## src/design/vlmf_pkg.sv

```systemverilog
// Package for the variable-length message FIFO.
// Holds sizes, result codes and the structs passed between front, queue and back.
// No dependencies.
`default_nettype none

package vlmf_pkg;

  // Ring geometry
  localparam int SLOTS     = 8;
  localparam int MSG_BYTES = 16;
  localparam int Q_DEPTH   = 4;

  localparam int SLOT_W = $clog2(SLOTS);
  localparam int IDX_W  = (MSG_BYTES > 1) ? $clog2(MSG_BYTES) : 1;
  localparam int LEN_W  = 5;
  localparam int CFG_W  = 5;
  localparam int ADDR_W = $clog2(SLOTS * MSG_BYTES);
  localparam int QPTR_W = $clog2(Q_DEPTH);

  localparam logic ACT_SEND = 1'b0;
  localparam logic ACT_RECV = 1'b1;

  typedef enum logic [2:0] {
    KIND_SENT  = 3'd0,
    KIND_FULL  = 3'd1,
    KIND_LONG  = 3'd2,
    KIND_RECV  = 3'd3,
    KIND_EMPTY = 3'd4
  } kind_t;

  typedef enum logic [1:0] {
    DISC_NONE = 2'd0,
    DISC_FULL = 2'd1,
    DISC_LONG = 2'd2
  } disc_t;

  // Command from front to back: either a finished result or a slot to stream
  typedef struct packed {
    logic              is_recv;
    kind_t             kind;
    logic [SLOT_W-1:0] slot;
    logic [LEN_W-1:0]  len;
    logic              full;
    logic              empty;
  } cmd_t;

  // Store write port driven by the front
  typedef struct packed {
    logic              mem_we;
    logic [SLOT_W-1:0] mem_slot;
    logic [IDX_W-1:0]  mem_idx;
    logic [7:0]        mem_data;
    logic              len_we;
    logic [SLOT_W-1:0] len_slot;
    logic [LEN_W-1:0]  len_val;
  } wr_t;

  // Read-side status reported by the back
  typedef struct packed {
    logic              active;
    logic              done;
    logic [SLOT_W-1:0] slot;
  } rd_stat_t;

  function automatic logic [SLOT_W-1:0] next_slot(input logic [SLOT_W-1:0] s);
    logic [SLOT_W-1:0] r;
    if (s == SLOT_W'(SLOTS - 1)) r = '0;
    else                         r = s + SLOT_W'(1);
    return r;
  endfunction

endpackage

`default_nettype wire

```

## src/design/vlmf_queue.sv

```systemverilog
// Short command queue between the front and the back of the message FIFO.
// Uses vlmf_pkg for the command struct and depth.
`default_nettype none

module vlmf_queue (
  input  wire logic          clk,
  input  wire logic          rst_n,
  input  wire logic          push,
  input  wire vlmf_pkg::cmd_t push_cmd,
  output logic               full,
  input  wire logic          pop,
  output vlmf_pkg::cmd_t     head,
  output logic               valid
);
  import vlmf_pkg::*;

  cmd_t              q_r [Q_DEPTH];
  logic [QPTR_W:0]   wp_r, wp_nxt;
  logic [QPTR_W:0]   rp_r, rp_nxt;

  assign valid = (wp_r != rp_r);
  assign full  = (wp_r[QPTR_W-1:0] == rp_r[QPTR_W-1:0]) && (wp_r[QPTR_W] != rp_r[QPTR_W]);
  assign head  = q_r[rp_r[QPTR_W-1:0]];

  // Advance pointers
  always_comb begin
    wp_nxt = wp_r;
    rp_nxt = rp_r;
    if (push) wp_nxt = wp_r + (QPTR_W+1)'(1);
    if (pop)  rp_nxt = rp_r + (QPTR_W+1)'(1);
  end

  always_ff @(posedge clk) begin
    if (!rst_n) begin
      wp_r <= '0;
      rp_r <= '0;
    end else begin
      wp_r <= wp_nxt;
      rp_r <= rp_nxt;
    end
  end

  // Store entries
  always_ff @(posedge clk) begin
    if (push) q_r[wp_r[QPTR_W-1:0]] <= push_cmd;
  end

endmodule

`default_nettype wire

```

## src/design/vlmf_front.sv

```systemverilog
// Front of the message FIFO: accepts send and receive transactions, tracks
// ring pointers and discard state, and issues store writes and commands.
// Uses vlmf_pkg.
`default_nettype none

module vlmf_front (
  input  wire logic                   clk,
  input  wire logic                   rst_n,
  input  wire logic                   in_valid,
  output logic                        in_stall,
  input  wire logic                   in_action,
  input  wire logic [7:0]             in_data_byte,
  input  wire logic                   in_end_of_message,
  input  wire logic                   cfg_valid,
  input  wire logic [vlmf_pkg::CFG_W-1:0] cfg_max_message_bytes,
  input  wire logic                   q_full,
  output logic                        q_push,
  output vlmf_pkg::cmd_t              q_cmd,
  output vlmf_pkg::wr_t               wr,
  input  wire vlmf_pkg::rd_stat_t     rd_stat
);
  import vlmf_pkg::*;

  logic [CFG_W-1:0]  cfg_r;
  logic [SLOT_W-1:0] ws_r, ws_nxt;
  logic [SLOT_W-1:0] rs_r, rs_nxt;
  logic              full_r, full_nxt;
  logic [LEN_W-1:0]  off_r, off_nxt;
  disc_t             disc_r, disc_nxt;
  logic              busy_r, busy_nxt;
  logic [SLOT_W-1:0] bslot_r, bslot_nxt;
  logic [LEN_W-1:0]  limit;
  logic              hazard;
  logic              in_acc;
  disc_t             dm;

  // Clamp the length limit to 1..MSG_BYTES
  always_comb begin
    if (cfg_r == '0)                         limit = LEN_W'(1);
    else if (int'(cfg_r) > MSG_BYTES)        limit = LEN_W'(MSG_BYTES);
    else                                     limit = LEN_W'(cfg_r);
  end

  // Hold receives while one streams; hold sends into the slot being read
  always_comb begin
    if (in_action == ACT_RECV) hazard = busy_r;
    else                       hazard = busy_r && (ws_r == bslot_r);
  end

  assign in_stall = q_full || hazard;
  assign in_acc   = in_valid && !in_stall;

  // Per-transaction update
  always_comb begin
    ws_nxt    = ws_r;
    rs_nxt    = rs_r;
    full_nxt  = full_r;
    off_nxt   = off_r;
    disc_nxt  = disc_r;
    busy_nxt  = busy_r;
    bslot_nxt = bslot_r;
    wr        = '0;
    q_push    = 1'b0;
    q_cmd     = '0;
    q_cmd.kind = KIND_SENT;
    dm        = disc_r;
    if (rd_stat.done) busy_nxt = 1'b0;
    if (in_acc) begin
      if (in_action == ACT_SEND) begin
        // Decide fullness on the first byte, then length
        if (dm == DISC_NONE && off_r == '0 && full_r) dm = DISC_FULL;
        if (dm == DISC_NONE) begin
          if (off_r >= limit) begin
            dm = DISC_LONG;
          end else begin
            wr.mem_we   = 1'b1;
            wr.mem_slot = ws_r;
            wr.mem_idx  = IDX_W'(off_r);
            wr.mem_data = in_data_byte;
            off_nxt     = off_r + LEN_W'(1);
          end
        end
        disc_nxt = dm;
        if (in_end_of_message) begin
          q_push = 1'b1;
          case (dm)
            DISC_FULL: q_cmd.kind = KIND_FULL;
            DISC_LONG: q_cmd.kind = KIND_LONG;
            default: begin
              q_cmd.kind  = KIND_SENT;
              q_cmd.len   = off_nxt;
              wr.len_we   = 1'b1;
              wr.len_slot = ws_r;
              wr.len_val  = off_nxt;
              ws_nxt      = next_slot(ws_r);
              if (next_slot(ws_r) == rs_r) full_nxt = 1'b1;
            end
          endcase
          off_nxt     = '0;
          disc_nxt    = DISC_NONE;
          q_cmd.full  = full_nxt;
          q_cmd.empty = (rs_nxt == ws_nxt) && !full_nxt;
        end
      end else begin
        q_push = 1'b1;
        if (rs_r == ws_r && !full_r) begin
          q_cmd.kind  = KIND_EMPTY;
          q_cmd.full  = 1'b0;
          q_cmd.empty = 1'b1;
        end else begin
          q_cmd.is_recv = 1'b1;
          q_cmd.kind    = KIND_RECV;
          q_cmd.slot    = rs_r;
          rs_nxt        = next_slot(rs_r);
          full_nxt      = 1'b0;
          busy_nxt      = 1'b1;
          bslot_nxt     = rs_r;
          q_cmd.full    = 1'b0;
          q_cmd.empty   = (next_slot(rs_r) == ws_r);
        end
      end
    end
  end

  always_ff @(posedge clk) begin
    if (!rst_n) begin
      cfg_r   <= CFG_W'(16);
      ws_r    <= '0;
      rs_r    <= '0;
      full_r  <= 1'b0;
      off_r   <= '0;
      disc_r  <= DISC_NONE;
      busy_r  <= 1'b0;
      bslot_r <= '0;
    end else begin
      if (cfg_valid) cfg_r <= cfg_max_message_bytes;
      ws_r    <= ws_nxt;
      rs_r    <= rs_nxt;
      full_r  <= full_nxt;
      off_r   <= off_nxt;
      disc_r  <= disc_nxt;
      busy_r  <= busy_nxt;
      bslot_r <= bslot_nxt;
    end
  end

endmodule

`default_nettype wire

```

## src/design/vlmf_back.sv

```systemverilog
// Back of the message FIFO: owns the message and length stores, pops
// commands and drives the registered result channel.
// Uses vlmf_pkg.
`default_nettype none

module vlmf_back (
  input  wire logic                   clk,
  input  wire logic                   rst_n,
  input  wire logic                   q_valid,
  input  wire vlmf_pkg::cmd_t         q_head,
  output logic                        q_pop,
  input  wire vlmf_pkg::wr_t          wr,
  output vlmf_pkg::rd_stat_t          rd_stat,
  output logic                        out_valid,
  input  wire logic                   out_stall,
  output logic [2:0]                  out_kind,
  output logic [7:0]                  out_byte,
  output logic                        out_last_of_message,
  output logic [vlmf_pkg::LEN_W-1:0]  out_message_length,
  output logic                        out_full_flag,
  output logic                        out_empty_flag
);
  import vlmf_pkg::*;

  typedef enum logic [1:0] {
    B_IDLE   = 2'b01,
    B_STREAM = 2'b10
  } bstate_t;

  logic [7:0]        msg_mem [SLOTS * MSG_BYTES];
  logic [LEN_W-1:0]  len_mem [SLOTS];

  bstate_t           st_r, st_nxt;
  logic [SLOT_W-1:0] slot_r, slot_nxt;
  logic [IDX_W-1:0]  idx_r, idx_nxt;
  logic              fl_full_r, fl_full_nxt;
  logic              fl_empty_r, fl_empty_nxt;
  logic [LEN_W-1:0]  len_r;
  logic [7:0]        rd_data_r;
  logic              ov_r, ov_nxt;
  logic              out_free;
  logic              load;
  logic              last;
  logic              done;
  logic              len_rd;
  logic [ADDR_W-1:0] wr_addr;
  logic [ADDR_W-1:0] rd_addr;
  kind_t             o_kind_nxt;
  logic [7:0]        o_byte_nxt;
  logic              o_last_nxt;
  logic [LEN_W-1:0]  o_len_nxt;
  logic              o_full_nxt;
  logic              o_empty_nxt;

  assign out_free = !ov_r || !out_stall;
  assign last     = (LEN_W'(idx_r) + LEN_W'(1)) == len_r;

  // Sequence commands and streamed bytes
  always_comb begin
    st_nxt       = st_r;
    slot_nxt     = slot_r;
    idx_nxt      = idx_r;
    fl_full_nxt  = fl_full_r;
    fl_empty_nxt = fl_empty_r;
    q_pop        = 1'b0;
    load         = 1'b0;
    done         = 1'b0;
    len_rd       = 1'b0;
    o_kind_nxt   = q_head.kind;
    o_byte_nxt   = '0;
    o_last_nxt   = 1'b0;
    o_len_nxt    = q_head.len;
    o_full_nxt   = q_head.full;
    o_empty_nxt  = q_head.empty;
    case (st_r)
      B_IDLE: begin
        if (q_valid) begin
          if (q_head.is_recv) begin
            q_pop        = 1'b1;
            len_rd       = 1'b1;
            slot_nxt     = q_head.slot;
            idx_nxt      = '0;
            fl_full_nxt  = q_head.full;
            fl_empty_nxt = q_head.empty;
            st_nxt       = B_STREAM;
          end else if (out_free) begin
            q_pop = 1'b1;
            load  = 1'b1;
          end
        end
      end
      B_STREAM: begin
        if (out_free) begin
          load        = 1'b1;
          o_kind_nxt  = KIND_RECV;
          o_byte_nxt  = rd_data_r;
          o_last_nxt  = last;
          o_len_nxt   = len_r;
          o_full_nxt  = fl_full_r;
          o_empty_nxt = fl_empty_r;
          if (last) begin
            done   = 1'b1;
            st_nxt = B_IDLE;
          end else begin
            idx_nxt = idx_r + IDX_W'(1);
          end
        end
      end
      default: st_nxt = B_IDLE;
    endcase
  end

  always_comb begin
    if (load)           ov_nxt = 1'b1;
    else if (!out_stall) ov_nxt = 1'b0;
    else                ov_nxt = ov_r;
  end

  always_ff @(posedge clk) begin
    if (!rst_n) begin
      st_r <= B_IDLE;
      ov_r <= 1'b0;
    end else begin
      st_r <= st_nxt;
      ov_r <= ov_nxt;
    end
  end

  // Hold read position and flags of the message being streamed
  always_ff @(posedge clk) begin
    slot_r     <= slot_nxt;
    idx_r      <= idx_nxt;
    fl_full_r  <= fl_full_nxt;
    fl_empty_r <= fl_empty_nxt;
  end

  // Output register
  always_ff @(posedge clk) begin
    if (load) begin
      out_kind            <= o_kind_nxt;
      out_byte            <= o_byte_nxt;
      out_last_of_message <= o_last_nxt;
      out_message_length  <= o_len_nxt;
      out_full_flag       <= o_full_nxt;
      out_empty_flag      <= o_empty_nxt;
    end
  end

  assign out_valid = ov_r;

  // Message store: one write port, one registered read port
  assign wr_addr = ADDR_W'(wr.mem_slot) * ADDR_W'(MSG_BYTES) + ADDR_W'(wr.mem_idx);
  assign rd_addr = ADDR_W'(slot_nxt) * ADDR_W'(MSG_BYTES) + ADDR_W'(idx_nxt);

  always_ff @(posedge clk) begin
    if (wr.mem_we) msg_mem[wr_addr] <= wr.mem_data;
    rd_data_r <= msg_mem[rd_addr];
  end

  // Length store
  always_ff @(posedge clk) begin
    if (wr.len_we) len_mem[wr.len_slot] <= wr.len_val;
    if (len_rd)    len_r <= len_mem[q_head.slot];
  end

  assign rd_stat.active = (st_r == B_STREAM);
  assign rd_stat.done   = done;
  assign rd_stat.slot   = slot_r;

endmodule

`default_nettype wire

```

## src/design/variable_length_message_fifo_top.sv

```systemverilog
// Top level of the variable-length message FIFO.
// Instantiates vlmf_front, vlmf_queue and vlmf_back; uses vlmf_pkg.
`default_nettype none

// A ring of 8 slots of 16 bytes each holds whole messages. A send transaction
// carries one byte; only its last byte produces a result (sent, rejected
// full or rejected too long). A receive transaction fetches the oldest slot's
// length and first byte and then streams one result per byte, one per cycle
// while out_stall is low, through the output register. The store has a
// single read port, so while a message streams out, further receives and
// sends into the slot being read are held with in_stall; sends into other
// slots keep going. A four-entry command queue sits between the front and
// the back. The stores need no clearing after reset. The length limit is
// written through cfg_max_message_bytes, which is always ready.
module variable_length_message_fifo_top (
  input  wire logic                      clk,
  input  wire logic                      rst_n,
  input  wire logic                      in_valid,
  output logic                           in_stall,
  input  wire logic                      in_action,
  input  wire logic [7:0]                in_data_byte,
  input  wire logic                      in_end_of_message,
  output logic                           out_valid,
  input  wire logic                      out_stall,
  output logic [2:0]                     out_kind,
  output logic [7:0]                     out_byte,
  output logic                           out_last_of_message,
  output logic [vlmf_pkg::LEN_W-1:0]     out_message_length,
  output logic                           out_full_flag,
  output logic                           out_empty_flag,
  input  wire logic                      cfg_valid,
  output logic                           cfg_ready,
  input  wire logic [vlmf_pkg::CFG_W-1:0] cfg_max_message_bytes
);
  import vlmf_pkg::*;

  logic     q_push;
  logic     q_full;
  logic     q_pop;
  logic     q_valid;
  cmd_t     q_cmd;
  cmd_t     q_head;
  wr_t      wr;
  rd_stat_t rd_stat;

  assign cfg_ready = 1'b1;

  vlmf_front u_front (
    .clk                   (clk),
    .rst_n                 (rst_n),
    .in_valid              (in_valid),
    .in_stall              (in_stall),
    .in_action             (in_action),
    .in_data_byte          (in_data_byte),
    .in_end_of_message     (in_end_of_message),
    .cfg_valid             (cfg_valid),
    .cfg_max_message_bytes (cfg_max_message_bytes),
    .q_full                (q_full),
    .q_push                (q_push),
    .q_cmd                 (q_cmd),
    .wr                    (wr),
    .rd_stat               (rd_stat)
  );

  vlmf_queue u_queue (
    .clk      (clk),
    .rst_n    (rst_n),
    .push     (q_push),
    .push_cmd (q_cmd),
    .full     (q_full),
    .pop      (q_pop),
    .head     (q_head),
    .valid    (q_valid)
  );

  vlmf_back u_back (
    .clk                 (clk),
    .rst_n               (rst_n),
    .q_valid             (q_valid),
    .q_head              (q_head),
    .q_pop               (q_pop),
    .wr                  (wr),
    .rd_stat             (rd_stat),
    .out_valid           (out_valid),
    .out_stall           (out_stall),
    .out_kind            (out_kind),
    .out_byte            (out_byte),
    .out_last_of_message (out_last_of_message),
    .out_message_length  (out_message_length),
    .out_full_flag       (out_full_flag),
    .out_empty_flag      (out_empty_flag)
  );

  // Never write into the slot that is streaming out
  a_no_wr_on_read: assert property (@(posedge clk) disable iff (!rst_n)
    (wr.mem_we && rd_stat.active) |-> (wr.mem_slot != rd_stat.slot))
    else $error("store write hits the slot being read");

  // Never push into a full command queue
  a_no_q_overflow: assert property (@(posedge clk) disable iff (!rst_n)
    !(q_push && q_full))
    else $error("command queue overflow");

  // The last streamed byte is presented on the next cycle
  a_done_shows: assert property (@(posedge clk) disable iff (!rst_n)
    rd_stat.done |=> (out_valid && out_last_of_message && out_kind == KIND_RECV))
    else $error("last byte of message not presented");

  // A queue cannot be full and empty at once
  a_flags_sane: assert property (@(posedge clk) disable iff (!rst_n)
    out_valid |-> !(out_full_flag && out_empty_flag))
    else $error("full and empty flags both set");

endmodule

`default_nettype wire
```

## config.mk

```make
export PLATFORM = sky130hd
export DESIGN_NAME = variable_length_message_fifo_top
export DESIGN_NICKNAME = d
export VERILOG_FILES = /design/src/design/vlmf_pkg.sv /design/src/design/vlmf_queue.sv /design/src/design/vlmf_front.sv /design/src/design/vlmf_back.sv /design/src/design/variable_length_message_fifo_top.sv
export SDC_FILE = /design/constraint.sdc
export NUM_CORES = 2
export LEC_CHECK = 0
export BUFFER_PORTS_ARGS = -buffer_cell sky130_fd_sc_hd__buf_2
export CAP_MARGIN = 10
export CORE_ASPECT_RATIO = 1.5
export CORE_MARGIN = 2
export CORE_UTILIZATION = 43
export CTS_BUF_LIST = sky130_fd_sc_hd__clkbuf_4 sky130_fd_sc_hd__clkbuf_8
export DETAILED_ROUTE_END_ITERATION = 8
export GPL_TIMING_DRIVEN = 0
export PLACE_DENSITY_LB_ADDON = 0.2
export SYNTH_ARGS = -nofsm -noshare
export SYNTH_HDL_FRONTEND = slang
export SYNTH_HIERARCHICAL = 1
export SYNTH_SLANG_ARGS = --single-unit
export TNS_END_PERCENT = 5
```

## constraint.sdc

```tcl
create_clock -name clk -period 7.99 [get_ports clk]
set_clock_uncertainty 0.1 [all_clocks]
set_input_delay 0.3995 -clock clk [delete_from_list [all_inputs] [get_ports clk]]
set_output_delay 0.3995 -clock clk [all_outputs]
set_load 0.01 [all_outputs]
```

==> flow_metrics.tcl <==
set metrics [dict create \
    die_area_mm2 0.116 \
    path_class "register to register" \
    dieWidth_um 279 \
    root_buffer "clkbuf_8" \
    dp_hpwl_um 119000 \
    leakage_uw 0.0184 \
    antenna_found_initial 6 \
    r2r_cells 14 \
    area_delta_synth_final_pct 12.7 \
    yosys.area.top_type_share 0.705 \
    seq_area_frac_synth 0.725 \
    dr.pass1.iters 8 \
    grt_max_degree 80 \
    hold_violations 0 \
    post-route-period-util 0.838 \
    rows 151 \
    ant_nets 0 \
    area.sequential_mm2 0.0354 \
    fmax_mhz 149 \
    setup_viol 0 \
    wirelength_um 171000 \
    io_pins 42 \
    tightest_slew_ns 1.39 \
    synth.area.top_cells "edfxtp_1 71%, nand2_1 3.2%, a211oi_1 3.0%, and3_1 2.7%, dfxtp_1 2.0%" \
    synth_cell_types 95 \
    timing.final.max_slew_violations 0 \
    nets 3654 \
    drt_iter0_drc 3791 \
    numCtsBuffers 172 \
    grt_pass1_vias 31900 \
    grt_remaining_overflow 0 \
    clock_path_buffers 3 \
    wl_per_cell_um 32.7 \
    yosysWarnings 6 \
    io_buffers 38 \
    drive_gt1_frac 0.158 \
    start_kind "register" \
    holdPathStages 2 \
    htreeDepth 4 \
    cts_tree "yes" \
    syn_area_per_cell_um2 14.6 \
    synthesis.nets 3394 \
    synthAdderAreaFrac 0.00564 \
    layout_common_cells "1,146 x edfxtp_1, 418 x nand2_1, 206 x and3_1" \
    via_per_inst 6.24 \
    slew_headroom 0.0703 \
    drv_cap 0 \
    crit_path_end_kind "register" \
    final_common_cell "edfxtp_1" \
    synthesis.area_mm2 0.0488 \
    clkSinkCount 1195 \
    fin_crit_ns 6.70 \
    gp_congestion 0.957 \
    outcome "completed" \
    tns_ns 0 \
    synth_seq_cells 1195 \
    synth-compound-area-share 0.0970 \
    hp-class "primary input to register" \
    postSynthCellCount 3352 \
    synth_edf_count 1146 \
    yosysTopAreaCell "edfxtp_1" \
    drcViolationCount 0 \
    synth_top_family_by_area "simple AND/OR/NAND/NOR gates" \
    crit_fanout 10 \
    clk_latency_ns 0.90 \
    synth-simple-area-share 0.102 \
    peakVddDrop_uv 188 \
    async_flop_share 0 \
    clk_pin_slew_ns 0.07 \
    grt_use_total 0.291 \
    required_ns 8.58 \
    synth.area.mux_share 0.0408 \
    fin_util 0.488 \
    power_density_mw_per_mm2 259 \
    fillCellCount 9724 \
    post-cts-setup-buffer-count 0 \
    initial_core_util 0.433 \
    die_y_um 417 \
    coreArea_mm2 0.113 \
    cp.arrival_ns 7.29 \
    rsz0062_at_grt "false" \
    multiInputGateArea_mm2 0.0123 \
    synth-xor-area-share 0.00467 \
    grt_pass1_wl_um 236000 \
    synth_top_flop_cell "edfxtp_1" \
    vias 32500 \
]
worst paths after layout:
check	slack (ns)	endpoint	from
setup / recovery	1.29	u_back/rd_data_r[4]	register
hold / removal	0.1	u_back/msg_mem[126][5]	in_data_byte[5]
setup reg to reg	1.29	u_back/rd_data_r[4]	register
hold reg to reg	0.38	u_back/st_r[1]	u_back/st_r[1]
worst max-delay path, stage by stage, from the launching register on:
cell	delay, ns
dfxtp_1	0.33
buf_6	0.14
mux4_1	0.63
nand3_1	0.34
mux2i_1	1.06
inv_1	0.14
clkbuf_1	0.50
a21oi_1	0.36
nand2_1	0.62
nor3_2	0.33
buf_6	0.21
a22oi_1	0.12
and4b_1	0.33
a31oi_1	1.04
a211oi_1	0.24
sequential cells by signal (all words and copies together), names as in the netlist, 3 cells and up, named ones only:
| signal | cells |
|---|---|
| u_back/len_r | 5 |
| u_queue/q_r | 56 |
| u_queue/rp_r | 3 |
| u_back/msg_mem | 1024 |
| u_front/off_r | 5 |
| u_back/out_message_length | 5 |
| u_back/idx_r | 4 |
| u_back/slot_r | 3 |
| u_back/rd_data_r | 8 |
| u_front/cfg_r | 5 |
| u_back/out_byte | 8 |
| u_front/rs_r | 3 |
| u_front/ws_r | 3 |
| u_back/len_mem | 40 |
| u_queue/wp_r | 3 |
| u_back/out_kind | 3 |
| u_front/bslot_r | 3 |
what timing repair did:
item	4_1_cts	5_1_grt
gates resized for setup	0	0
hold buffers	20	0
hold endpoints to repair	81	0
where the power goes:
group | switching [uW] | internal (uW)
registers | 48.9 | 7000
logic | 1690 | 606
clock network | 2370 | 2550
per-layer routing:
metal	part of all wire	routed length [um]	track usage
met1	0.33	55600	0.314
met2	0.49	83900	0.496
met3	0.091	15600	0.0638
met4	0.091	15500	0.226
met5	0.000076	13	0
metrics by stage:
stage / worst slack (ns) / instances / area [um^2] / power [uW] / hold WS [ns]
6_report: 1.29 / 5217 / 55000 / 14300 / 0.0970
5_1_grt: 1.36 / 5216 / 55000 / 14600 / 0.0415
4_1_cts: 1.75 / 5206 / 55000 / 14200 / 0.00566
3_5_place_dp: 1.80 / 4868 / 51300 / 9350 / 0.371
3_3_place_gp: 0.457 / 4843 / 50800 / 9300 / 0.372
2_1_floorplan: 4.04 / 3352 / 48800 / 8220 / 0.353
logic make-up (layout without fill, tap and decap cells):
family,count (synthesis),after routing
mux,155,155
fa+ha+maj,22,22
other cells,1,9
xor+xnor,26,26
compound gates,661,661
simple gates,1037,1037
buf+inv,255,659
flops,1195,1195
synthesized netlist by cell type (all sizes together) (9+ instances only):
| cell type | count |
|---|---|
| a221oi | 9 |
| nand3 | 59 |
| a31oi | 97 |
| nor2 | 198 |
| mux2 | 61 |
| a22oi | 30 |
| o31ai | 10 |
| nand4 | 39 |
| xnor2 | 16 |
| ha | 22 |
| nor3 | 24 |
| xor2 | 10 |
| nor2b | 9 |
| mux4 | 28 |
| clkbuf | 107 |
| o22ai | 26 |
| dfxtp | 49 |
| nor4 | 13 |
| buf | 124 |
| nand2 | 419 |
| a2111oi | 30 |
| mux2i | 66 |
| inv | 22 |
| and2 | 15 |
| a22o | 17 |
| a21oi | 91 |
| and3 | 214 |
| a311oi | 22 |
| a211oi | 196 |
| o21ai | 44 |
| edfxtp | 1146 |
| nand2b | 9 |
| a31o | 10 |
cell type report:
class / instances / share of cell area
Timing Repair Buffer: 86 / 0.0152
Sequential cell: 1195 / 0.643
Clock inverter: 72 / 0.00855
Antenna cell: 8 / 0.000364
Buffer: 231 / 0.0202
Inverter: 24 / 0.00171
Clock buffer: 246 / 0.0543
Multi-Input combinational cell: 1902 / 0.223
Tap cell: 1453 / 0.0330
No activity file was read; power rests on OpenSTA's default activity.
